==> src/sv/ptt_pkg.sv <==
`timescale 1ns / 1ps
// ----------------------------------------------------------------------------
// ptt_pkg
// Shared types and constants of the periodic task table: request and status
// codes, the sequencer states and the layout of one stored table entry.
// ----------------------------------------------------------------------------
package ptt_pkg;

    // Request codes.
    localparam logic REQ_ADD  = 1'b0;
    localparam logic REQ_TICK = 1'b1;

    // Result status codes.
    typedef logic [1:0] status_t;
    localparam status_t STATUS_ADDED = 2'd0;
    localparam status_t STATUS_FULL  = 2'd1;
    localparam status_t STATUS_FIRED = 2'd2;
    localparam status_t STATUS_NONE  = 2'd3;

    // A freshly added task starts with a last-fire time of minus one.
    localparam logic [31:0] LAST_FIRE_INIT = 32'hFFFF_FFFF;

    // Sequencer states.
    typedef enum logic [1:0] {
        ST_IDLE,
        ST_ADD,
        ST_TICK,
        ST_DONE
    } state_t;

    // One table entry as it is held in the entry memory.
    typedef struct packed {
        logic [7:0]  task_id;
        logic [30:0] period;
        logic [31:0] last_fire;
    } entry_t;

endpackage

==> src/sv/periodic_task_table_top.sv <==
`timescale 1ns / 1ps
// ----------------------------------------------------------------------------
// periodic_task_table_top
// Several independent tables of periodic tasks. Add requests place a task in
// the lowest free slot of a table; tick requests scan a table and fire every
// task whose interval has run out since it last fired.
// ----------------------------------------------------------------------------
//
//  Channel   Handshake             Word
//  --------  --------------------  ----------------------------------------
//  request   req_valid, req_stall  req_type, pipeline, task_id, period_ms,
//                                  now_ms
//  response  rsp_valid, rsp_stall  status, slot, fired_id, last
//
// The block works on one request at a time. An add walks the valid bits of
// its table one slot per cycle, up to the last slot when the table turns out
// to be full. A tick streams every slot of its table out of the entry memory,
// one slot per cycle while no new fire is held back by a stalled response;
// the single read port of the entry memory feeds the compare stage.
// Reset clears the sequencer and the per-entry valid bits at once, so the
// block is ready right after reset with no clearing pass.
// A stalled response holds the scan only when a new fire is found while an
// earlier one is held and the output register still waits to be taken.
// ----------------------------------------------------------------------------
module periodic_task_table_top #(
    parameter int SLOTS     = 16,
    parameter int PIPELINES = 3
) (
    input  logic             clk,
    input  logic             rst_n,

    input  logic             req_valid,
    output logic             req_stall,
    input  logic             req_type,
    input  logic [1:0]       pipeline,
    input  logic [7:0]       task_id,
    input  logic [30:0]      period_ms,
    input  logic [30:0]      now_ms,

    output logic             rsp_valid,
    input  logic             rsp_stall,
    output ptt_pkg::status_t status,
    output logic [3:0]       slot,
    output logic [7:0]       fired_id,
    output logic             last
);

    import ptt_pkg::*;

    localparam int NENTRY = SLOTS * PIPELINES;
    localparam int ENT_W  = (NENTRY > 1) ? $clog2(NENTRY) : 1;
    localparam int SLOT_W = (SLOTS > 1) ? $clog2(SLOTS) : 1;
    localparam int CNT_W  = $clog2(SLOTS + 1);
    localparam int WORD_W = $bits(entry_t);

    // Sequencer and request registers.
    state_t            state_reg, state_next;
    logic              type_reg, type_next;
    logic [1:0]        pipe_reg, pipe_next;
    logic [7:0]        id_reg, id_next;
    logic [30:0]       period_reg, period_next;
    logic [30:0]       now_reg, now_next;
    logic [CNT_W-1:0]  cnt_reg, cnt_next;

    // Per-entry valid bits.
    logic [NENTRY-1:0] valid_reg, valid_next;

    // Compare stage of the tick scan.
    logic              ev_valid_reg, ev_valid_next;
    logic [SLOT_W-1:0] ev_slot_reg, ev_slot_next;

    // The most recent fire, held until we know whether it is the final one.
    logic              hold_valid_reg, hold_valid_next;
    logic [SLOT_W-1:0] hold_slot_reg, hold_slot_next;
    logic [7:0]        hold_id_reg, hold_id_next;

    // Output register.
    logic              out_valid_reg, out_valid_next;
    status_t           out_status_reg, out_status_next;
    logic [3:0]        out_slot_reg, out_slot_next;
    logic [7:0]        out_id_reg, out_id_next;
    logic              out_last_reg, out_last_next;

    // Entry memory ports.
    logic              ram_wr_en;
    logic [ENT_W-1:0]  ram_wr_addr;
    entry_t            ram_wr_data;
    logic              ram_rd_en;
    logic [ENT_W-1:0]  ram_rd_addr;
    logic [WORD_W-1:0] ram_rd_word;
    entry_t            rd_entry;

    logic              accept;
    logic              in_range;
    logic              out_free;
    logic [ENT_W-1:0]  base_idx;
    logic [ENT_W-1:0]  cnt_idx;
    logic [ENT_W-1:0]  ev_idx;
    logic              cnt_last;
    logic              cnt_end;
    logic              add_hit;
    logic              ev_fire;
    logic              ev_block;
    logic              tick_adv;
    logic signed [32:0] fire_limit;
    logic signed [32:0] now_ext;
    logic [7:0]        cnt_slot8;
    logic [7:0]        hold_slot8;

    ptt_ram #(
        .WIDTH (WORD_W),
        .DEPTH (NENTRY)
    ) u_entry_ram (
        .clk     (clk),
        .wr_en   (ram_wr_en),
        .wr_addr (ram_wr_addr),
        .wr_data (ram_wr_data),
        .rd_en   (ram_rd_en),
        .rd_addr (ram_rd_addr),
        .rd_data (ram_rd_word)
    );

    assign rd_entry = entry_t'(ram_rd_word);

    // The request side is open only between requests.
    assign req_stall = (state_reg != ST_IDLE);
    assign accept    = req_valid && !req_stall;
    assign in_range  = (int'(pipeline) < PIPELINES);
    assign out_free  = !out_valid_reg || !rsp_stall;

    // Entry addressing: each table owns SLOTS consecutive entries.
    assign base_idx = ENT_W'(int'(pipe_reg) * SLOTS);
    assign cnt_idx  = base_idx + ENT_W'(cnt_reg);
    assign ev_idx   = base_idx + ENT_W'(ev_slot_reg);
    assign cnt_last = (cnt_reg == CNT_W'(SLOTS - 1));
    assign cnt_end  = (cnt_reg == CNT_W'(SLOTS));

    // During an add the counter never passes the last slot.
    assign add_hit = !valid_reg[cnt_idx];

    // The limit is formed at 33 bits with a signed last-fire time, so it
    // never wraps.
    assign fire_limit = $signed({rd_entry.last_fire[31], rd_entry.last_fire})
                      + $signed({2'b00, rd_entry.period});
    assign now_ext    = $signed({2'b00, now_reg});
    assign ev_fire    = ev_valid_reg && valid_reg[ev_idx] && (now_ext > fire_limit);

    // A new fire needs the held one pushed out first.
    assign ev_block = ev_fire && hold_valid_reg && !out_free;
    assign tick_adv = !ev_block;

    assign cnt_slot8  = 8'(cnt_reg[SLOT_W-1:0]);
    assign hold_slot8 = 8'(hold_slot_reg);

    // Next state.
    always_comb
    begin
        state_next = state_reg;
        case (state_reg)
            ST_IDLE:
            begin
                if (accept)
                begin
                    if (!in_range)
                    begin
                        state_next = ST_DONE;
                    end
                    else if (req_type == REQ_TICK)
                    begin
                        state_next = ST_TICK;
                    end
                    else
                    begin
                        state_next = ST_ADD;
                    end
                end
            end
            ST_ADD:
            begin
                if (add_hit && out_free)
                begin
                    state_next = ST_IDLE;
                end
                else if (!add_hit && cnt_last)
                begin
                    state_next = ST_DONE;
                end
            end
            ST_TICK:
            begin
                if (cnt_end && tick_adv)
                begin
                    state_next = ST_DONE;
                end
            end
            ST_DONE:
            begin
                if (out_free)
                begin
                    state_next = ST_IDLE;
                end
            end
            default:
            begin
                state_next = ST_IDLE;
            end
        endcase
    end

    // Datapath, memory accesses and result generation.
    always_comb
    begin
        type_next       = type_reg;
        pipe_next       = pipe_reg;
        id_next         = id_reg;
        period_next     = period_reg;
        now_next        = now_reg;
        cnt_next        = cnt_reg;
        valid_next      = valid_reg;
        ev_valid_next   = ev_valid_reg;
        ev_slot_next    = ev_slot_reg;
        hold_valid_next = hold_valid_reg;
        hold_slot_next  = hold_slot_reg;
        hold_id_next    = hold_id_reg;

        ram_wr_en   = 1'b0;
        ram_wr_addr = cnt_idx;
        ram_wr_data = '{task_id: id_reg, period: period_reg, last_fire: LAST_FIRE_INIT};
        ram_rd_en   = 1'b0;
        ram_rd_addr = cnt_idx;

        out_valid_next  = out_valid_reg && rsp_stall;
        out_status_next = out_status_reg;
        out_slot_next   = out_slot_reg;
        out_id_next     = out_id_reg;
        out_last_next   = out_last_reg;

        case (state_reg)
            ST_IDLE:
            begin
                if (accept)
                begin
                    type_next       = req_type;
                    pipe_next       = pipeline;
                    id_next         = task_id;
                    period_next     = period_ms;
                    now_next        = now_ms;
                    cnt_next        = '0;
                    ev_valid_next   = 1'b0;
                    hold_valid_next = 1'b0;
                end
            end
            ST_ADD:
            begin
                if (add_hit)
                begin
                    if (out_free)
                    begin
                        ram_wr_en           = 1'b1;
                        valid_next[cnt_idx] = 1'b1;
                        out_valid_next      = 1'b1;
                        out_status_next     = STATUS_ADDED;
                        out_slot_next       = cnt_slot8[3:0];
                        out_id_next         = id_reg;
                        out_last_next       = 1'b1;
                    end
                end
                else if (!cnt_last)
                begin
                    cnt_next = cnt_reg + CNT_W'(1);
                end
            end
            ST_TICK:
            begin
                if (ev_fire && tick_adv)
                begin
                    ram_wr_en   = 1'b1;
                    ram_wr_addr = ev_idx;
                    ram_wr_data = '{task_id: rd_entry.task_id, period: rd_entry.period,
                                    last_fire: {1'b0, now_reg}};
                    if (hold_valid_reg)
                    begin
                        out_valid_next  = 1'b1;
                        out_status_next = STATUS_FIRED;
                        out_slot_next   = hold_slot8[3:0];
                        out_id_next     = hold_id_reg;
                        out_last_next   = 1'b0;
                    end
                    hold_valid_next = 1'b1;
                    hold_slot_next  = ev_slot_reg;
                    hold_id_next    = rd_entry.task_id;
                end
                if (tick_adv)
                begin
                    if (!cnt_end)
                    begin
                        ram_rd_en     = 1'b1;
                        ev_valid_next = 1'b1;
                        ev_slot_next  = cnt_reg[SLOT_W-1:0];
                        cnt_next      = cnt_reg + CNT_W'(1);
                    end
                    else
                    begin
                        ev_valid_next = 1'b0;
                    end
                end
            end
            ST_DONE:
            begin
                if (out_free)
                begin
                    out_valid_next  = 1'b1;
                    out_last_next   = 1'b1;
                    hold_valid_next = 1'b0;
                    if (type_reg == REQ_TICK && hold_valid_reg)
                    begin
                        out_status_next = STATUS_FIRED;
                        out_slot_next   = hold_slot8[3:0];
                        out_id_next     = hold_id_reg;
                    end
                    else
                    begin
                        out_status_next = (type_reg == REQ_TICK) ? STATUS_NONE : STATUS_FULL;
                        out_slot_next   = '0;
                        out_id_next     = '0;
                    end
                end
            end
            default:
            begin
                ev_valid_next   = 1'b0;
                hold_valid_next = 1'b0;
            end
        endcase
    end

    // Control state.
    always_ff @(posedge clk or negedge rst_n)
    begin
        if (!rst_n)
        begin
            state_reg      <= ST_IDLE;
            cnt_reg        <= '0;
            valid_reg      <= '0;
            ev_valid_reg   <= 1'b0;
            hold_valid_reg <= 1'b0;
            out_valid_reg  <= 1'b0;
        end
        else
        begin
            state_reg      <= state_next;
            cnt_reg        <= cnt_next;
            valid_reg      <= valid_next;
            ev_valid_reg   <= ev_valid_next;
            hold_valid_reg <= hold_valid_next;
            out_valid_reg  <= out_valid_next;
        end
    end

    // Payload registers.
    always_ff @(posedge clk)
    begin
        type_reg       <= type_next;
        pipe_reg       <= pipe_next;
        id_reg         <= id_next;
        period_reg     <= period_next;
        now_reg        <= now_next;
        ev_slot_reg    <= ev_slot_next;
        hold_slot_reg  <= hold_slot_next;
        hold_id_reg    <= hold_id_next;
        out_status_reg <= out_status_next;
        out_slot_reg   <= out_slot_next;
        out_id_reg     <= out_id_next;
        out_last_reg   <= out_last_next;
    end

    assign rsp_valid = out_valid_reg;
    assign status    = out_status_reg;
    assign slot      = out_slot_reg;
    assign fired_id  = out_id_reg;
    assign last      = out_last_reg;

`ifndef SYNTHESIS
    // An accepted request always starts a sequence.
    a_accept_busy: assert property (@(posedge clk) disable iff (!rst_n)
        accept |=> state_reg != ST_IDLE)
        else $error("request accepted but sequencer stayed idle");

    // The compare stage is only occupied during a tick scan.
    a_ev_in_tick: assert property (@(posedge clk) disable iff (!rst_n)
        ev_valid_reg |-> state_reg == ST_TICK)
        else $error("compare stage valid outside a tick");

    // An add never leaves a held fire behind.
    a_add_no_hold: assert property (@(posedge clk) disable iff (!rst_n)
        state_reg == ST_ADD |-> !hold_valid_reg)
        else $error("held fire during an add");

    // Only fires can be followed by further results of the same request.
    a_nonlast_fired: assert property (@(posedge clk) disable iff (!rst_n)
        rsp_valid && !last |-> status == STATUS_FIRED)
        else $error("non-final result that is not a fire");

    // Adds answer with exactly one result.
    a_added_last: assert property (@(posedge clk) disable iff (!rst_n)
        rsp_valid && status == STATUS_ADDED |-> last)
        else $error("add result without final flag");
`endif

endmodule

==> src/sv/ptt_ram.sv <==
`timescale 1ns / 1ps
// ----------------------------------------------------------------------------
// ptt_ram
// Generic simple dual-port RAM: one write port, one read port with a
// registered read. The read data holds while no read is issued.
// ----------------------------------------------------------------------------
module ptt_ram #(
    parameter int WIDTH = 8,
    parameter int DEPTH = 16,
    parameter int ADDR_W = (DEPTH > 1) ? $clog2(DEPTH) : 1
) (
    input  logic              clk,
    input  logic              wr_en,
    input  logic [ADDR_W-1:0] wr_addr,
    input  logic [WIDTH-1:0]  wr_data,
    input  logic              rd_en,
    input  logic [ADDR_W-1:0] rd_addr,
    output logic [WIDTH-1:0]  rd_data
);

    logic [WIDTH-1:0] mem [DEPTH];
    logic [WIDTH-1:0] rd_data_reg;

    always_ff @(posedge clk)
    begin
        if (wr_en)
        begin
            mem[wr_addr] <= wr_data;
        end
        if (rd_en)
        begin
            rd_data_reg <= mem[rd_addr];
        end
    end

    assign rd_data = rd_data_reg;

endmodule
==> config.mk <==
export PLATFORM = sky130hd
export DESIGN_NAME = periodic_task_table_top
export DESIGN_NICKNAME = d
export VERILOG_FILES = /design/src/sv/ptt_pkg.sv /design/src/sv/periodic_task_table_top.sv /design/src/sv/ptt_ram.sv
export SDC_FILE = /design/constraint.sdc
export NUM_CORES = 2
export LEC_CHECK = 0
export ABC_AREA = 1
export BUFFER_PORTS_ARGS = -buffer_cell sky130_fd_sc_hd__buf_2
export CORE_UTILIZATION = 55
export DETAILED_ROUTE_END_ITERATION = 10
export PLACE_DENSITY = 0.67
export SLEW_MARGIN = 10
export SYNTH_ARGS = -nofsm -noshare
export SYNTH_HDL_FRONTEND = slang
export SYNTH_HIERARCHICAL = 1
export SYNTH_SLANG_ARGS = --single-unit
==> constraint.sdc <==
create_clock -name clk -period 12.9 [get_ports clk]
set_input_delay 0.645 -clock clk [delete_from_list [all_inputs] [get_ports clk]]
set_output_delay 0.645 -clock clk [all_outputs]
set_load 0.1 [all_outputs]
==> results summary <==
The TritonCTS clock tree is yes. The dominant combinational cell family by area after synthesis is simple AND/OR/NAND/NOR gates. Setup repair after global routing left no endpoint under its margin. The run finished with clean final reports.

After clock tree synthesis, the clock-pin slew on the worst setup and hold paths is about 0.060 ns. Of the total synthesized cell area, the portion taken by AND, OR, NAND and NOR gates is between 10% and 20%. In this run, the number of DRC markers left after iteration 0 of detailed routing was 14,200. The area added between synthesis and finish is 11.0%. The sum of overflow across all layers after global routing came out at 0. The final-report setup violation count came out at 0. The mux share of post-synthesis cell area came out at 0%.

Power comes to approximately 34,000 uW. The synthesized-area fraction occupied by adder cells is less than 1%. The routed via count is ~99,000. The complex-gate fraction of the synthesized area is approximately 4.2%. The endpoint type of the worst setup path is a register. The post-detailed-route count of antenna-violating nets is 0.

Before antenna repair, the detailed router went through 6 iterations. The clock network fraction of total power came out at 31.8%. The maximum number of pins on one net before global-route repair came out at around 200. The part of the Yosys area used for sequential elements is roughly 74%. Of all flip-flops after synthesis, the portion carrying an async set or reset was under 10%. For this run, global-route usage on met3 was measured as 5.59%.

The post-detailed-route DRC marker count came out at 0. The number of top-level pins came out at 94. The slowest stage of the critical path is the sky130_fd_sc_hd__nor2_4 cell. The count of synthesis-stage warnings from yosys came out at 6.

The kind of critical path is register to register. Data arrives at the worst endpoint at between 9 and 10 ns. STA classifies the critical path startpoint as a register. The worst-path maximum fanout came out at 40.

The number of sinks on the clock net came out at 3,641. The highest clock frequency the design can meet is between 100 and 150 MHz. The count of flip-flops with a built-in enable after synthesis is 3,583. The layer with the highest usage is met2. The xor and xnor fraction of the mapped netlist area came out at less than 1%. The number of buffers on the longest clock path is 4. The maximum ir drop on the vdd rail came out at roughly 180 uV. The via count of the first global-routing pass is roughly 94,000. The aggregate negative setup slack came out at 0 ns. The starting density of the core is 55.3%. The number of cells on the worst reg-to-reg path is 36.

The total clock buffers created by CTS is 377. The cell count after synthesis came out at 12,200. Of the total power, combinational logic draws 27.5%.

Once detailed placement completed, the half-perimeter wirelength came to approximately 240 mm. The total of buffers placed on input and output ports came out at 93. The count of pins over their slew limit is 0. The register with the most flip-flops in the layout has between 3,000 and 4,000 of them. The area of the core is about 0.27 mm2. The peak per-stage delay on the critical path came out at about 0.8 ns. The vias per cell came out at between 6 and 7. Counting flops and latches in the post-synthesis netlist gives roughly 3,600. The number of antenna violations at the first check in global routing is 30. The startpoint of the most critical register-to-register path is u_entry_ram/rd_data[32]. The total global routing track utilization came out at between 30% and 40%. The synthesized netlist contains 53 unique library cells.

The count of filler cells inserted in the layout is 20,200. The first-pass GRT wire length came out at around 640 mm. Tracing the worst setup path back leads to its startpoint at u_entry_ram/rd_data[32]. The die area came out at 0.272 mm2. The worst hold path class is input pin to register. The number of failing hold endpoints at the final stage came to 0. The leakage dissipation came out at 0.0601 uW.

The global routing usage on met1 is approximately 44%. The final layout contains routed wiring with a total length of roughly 440 mm. After clock tree synthesis, the setup repair step added 0 buffers. The mapped cell area is 0.148 mm2. The net count after synthesis is 12,400.

The number of maximum-capacitance constraint violations came out at 0. Among all flip-flop cells after synthesis, the most frequent one is sky130_fd_sc_hd__edfxtp_1. The chip width is 521 um. The worst setup timing slack at the placement stage came out at between 3 and 4 ns. The routed design could run at a clock period as short as a little over 9 ns. In the final routed layout, each cell accounts on average for 27.6 um. Setup slack on the worst reg-to-reg path comes out at approximately 3.7 ns. The number of H-tree levels is 5. The post-route clock skew is 0.0782 ns.

After clock tree synthesis, the repair step resized 0 gates. The fraction of power consumed by sequential logic came out at 40.7%. The slew at the pin with the worst max-slew slack came out at ~1.3 ns. The tree is rooted in a sky130_fd_sc_hd__clkbuf_16. The vertical die dimension is around 520 um.

The share of the clock period used by the worst path is between 70% and 80%. The endpoint of the most critical setup path is u_entry_ram/mem[1][20]. The mean instance size in the synthesized netlist is around 12 um2. The congestion estimate from routability-driven global placement came to slightly above 0.9. The final critical-path setup slack came out at around 3.7 ns. The power per unit of standard cell area is 209 mW/mm2. The switching part of the total power came out at about a third.

The endpoint of the worst-slack reg-to-reg timing path is u_entry_ram/mem[1][20]. The power spent charging and discharging nets is 11,900 uW. The share of cells above drive strength 1 came out at 7.91%. The number of core rows came out at 190. Headroom to the max-slew limit came out at approximately a tenth.

The design internal power is between 20,000 and 25,000 uW. The layout net count is ~12,000. Data on the critical path is required at its endpoint by between 10 and 15 ns. The cell that appears most often on the critical path is sky130_fd_sc_hd__nand2_1. The clock network latency to the later pin of the worst-skew pair is 0.94 ns. Global routing consumed, on the met2 layer, between 50% and 60% of the routing resources.
==> how the worst min path moves through the flow <==
stage                endpoint  cells after the start               startpoint  slack (ns)
2_1_floorplan      cnt_reg[0]                      0                    rst_n        0.35
3_3_place_gp   hold_id_reg[6]                      0  u_entry_ram/rd_data[69]        0.44
3_5_place_dp   hold_id_reg[6]                      0  u_entry_ram/rd_data[69]        0.44
4_1_cts           now_reg[12]                      1               now_ms[12]      0.0003
5_1_grt           now_reg[28]                      1               now_ms[28]       0.004
6_report          now_reg[28]                      1               now_ms[28]        0.03
==> cell type report <==
type | instances | area [um2] | area share (%)
Inverter | 159 | 647 | 0.393
Antenna cell | 8 | 20.0 | 0.0122
Tap cell | 3552 | 4440 | 2.70
Multi-Input combinational cell | 7633 | 35200 | 21.4
Clock inverter | 225 | 2430 | 1.47
Sequential cell | 3641 | 109000 | 66.3
Clock buffer | 460 | 9940 | 6.04
Timing Repair Buffer | 362 | 2870 | 1.74
==> power by group through the flow <==
stage | registers, uW | clock network, uW | logic (uW)
2_1_floorplan | 14300 | 0 | 6130
3_3_place_gp | 14200 | 0 | 9160
3_5_place_dp | 14200 | 0 | 9220
4_1_cts | 14000 | 11000 | 9290
5_1_grt | 14000 | 11500 | 10200
6_report | 14000 | 10900 | 9440
==> cells in the final DEF, fill, tap and decap left out, types with 23 or more instances in the layout <==
cell type,count
sky130_fd_sc_hd__o22ai_1,23
sky130_fd_sc_hd__edfxtp_1,3583
sky130_fd_sc_hd__nor2_1,921
sky130_fd_sc_hd__o21ai_0,552
sky130_fd_sc_hd__o21ai_1,106
sky130_fd_sc_hd__a21oi_1,66
sky130_fd_sc_hd__inv_1,140
sky130_fd_sc_hd__dfrtp_1,54
sky130_fd_sc_hd__ha_1,71
sky130_fd_sc_hd__buf_2,93
sky130_fd_sc_hd__clkinv_1,82
sky130_fd_sc_hd__nand2_1,3144
sky130_fd_sc_hd__buf_4,192
sky130_fd_sc_hd__clkbuf_1,73
sky130_fd_sc_hd__o211ai_1,287
sky130_fd_sc_hd__clkinv_2,70
sky130_fd_sc_hd__bufinv_16,45
sky130_fd_sc_hd__dlygate4sd3_1,58
sky130_fd_sc_hd__nand2_2,32
sky130_fd_sc_hd__nand3_1,2238
sky130_fd_sc_hd__clkbuf_16,385
sky130_fd_sc_hd__nor2_4,41
==> repair_timing <==
action | CTS | global route
hold buffers | 57 | 1
setup endpoints to repair | 0 | 0
hold endpoints to repair | 114 | 1
==> Yosys cell counts (all sizes together), types with 4 or more instances <==
cell,instances,area (um2)
a21o,8,60.1
a21oi,68,348
a31oi,4,25.0
buf,468,2740
clkbuf,306,1160
dfrtp,58,1450
edfxtp,3583,108000
ha,72,901
inv,156,586
nand2,3177,11900
nand3,2240,11200
nand3b,4,30.0
nand4,17,113
nor2,963,3620
nor3,13,100
nor4,8,50.1
o211ai,288,2180
o21ai,661,3310
o21bai,14,131
o22ai,23,144
or2,30,188
xnor2,14,123
xor2,16,140
==> critical path: cells and delay by family (launching register included) <==
| family | cells | cell delay [ns] |
|---|---|---|
| AND/OR/NAND/NOR | 16 | 2.74 |
| buffers and inverters | 7 | 2.57 |
| AO/OA/AOI/OAI | 9 | 2.04 |
| adder cells (fa/ha/maj) | 3 | 0.88 |
| flip-flops | 1 | 0.35 |
| XOR/XNOR | 1 | 0.12 |
==> kinds of logic after synthesis <==
family                   Yosys count
AO/OA/AOI/OAI                   1076
buffers and inverters            933
AND/OR/NAND/NOR                 6454
flip-flops                      3641
XOR/XNOR                          30
adder cells (fa/ha/maj)           73
==> stage by stage <==
step | std cells | util (%) | instance area [um2] | hold WS, ns
after floorplan | 12200 | - | 148000 | 0.349
after detailed placement | 15300 | 56.6 | 152000 | 0.442
after global routing | 16000 | 61.4 | 165000 | 0.00387
after CTS | 16000 | 61.4 | 165000 | 0.000278
final | 16000 | 61.4 | 165000 | 0.0298
after global placement | 15300 | 56.6 | 152000 | 0.438
==> metal layers <==
layer / wire length, um / vias to the layer above
li1: - / 43500
met5: 70 / -
met2: 204000 / 6117
met1: 168000 / 48800
met4: 22000 / 14
met3: 48200 / 988
No activity file was read; power rests on OpenSTA's default activity.
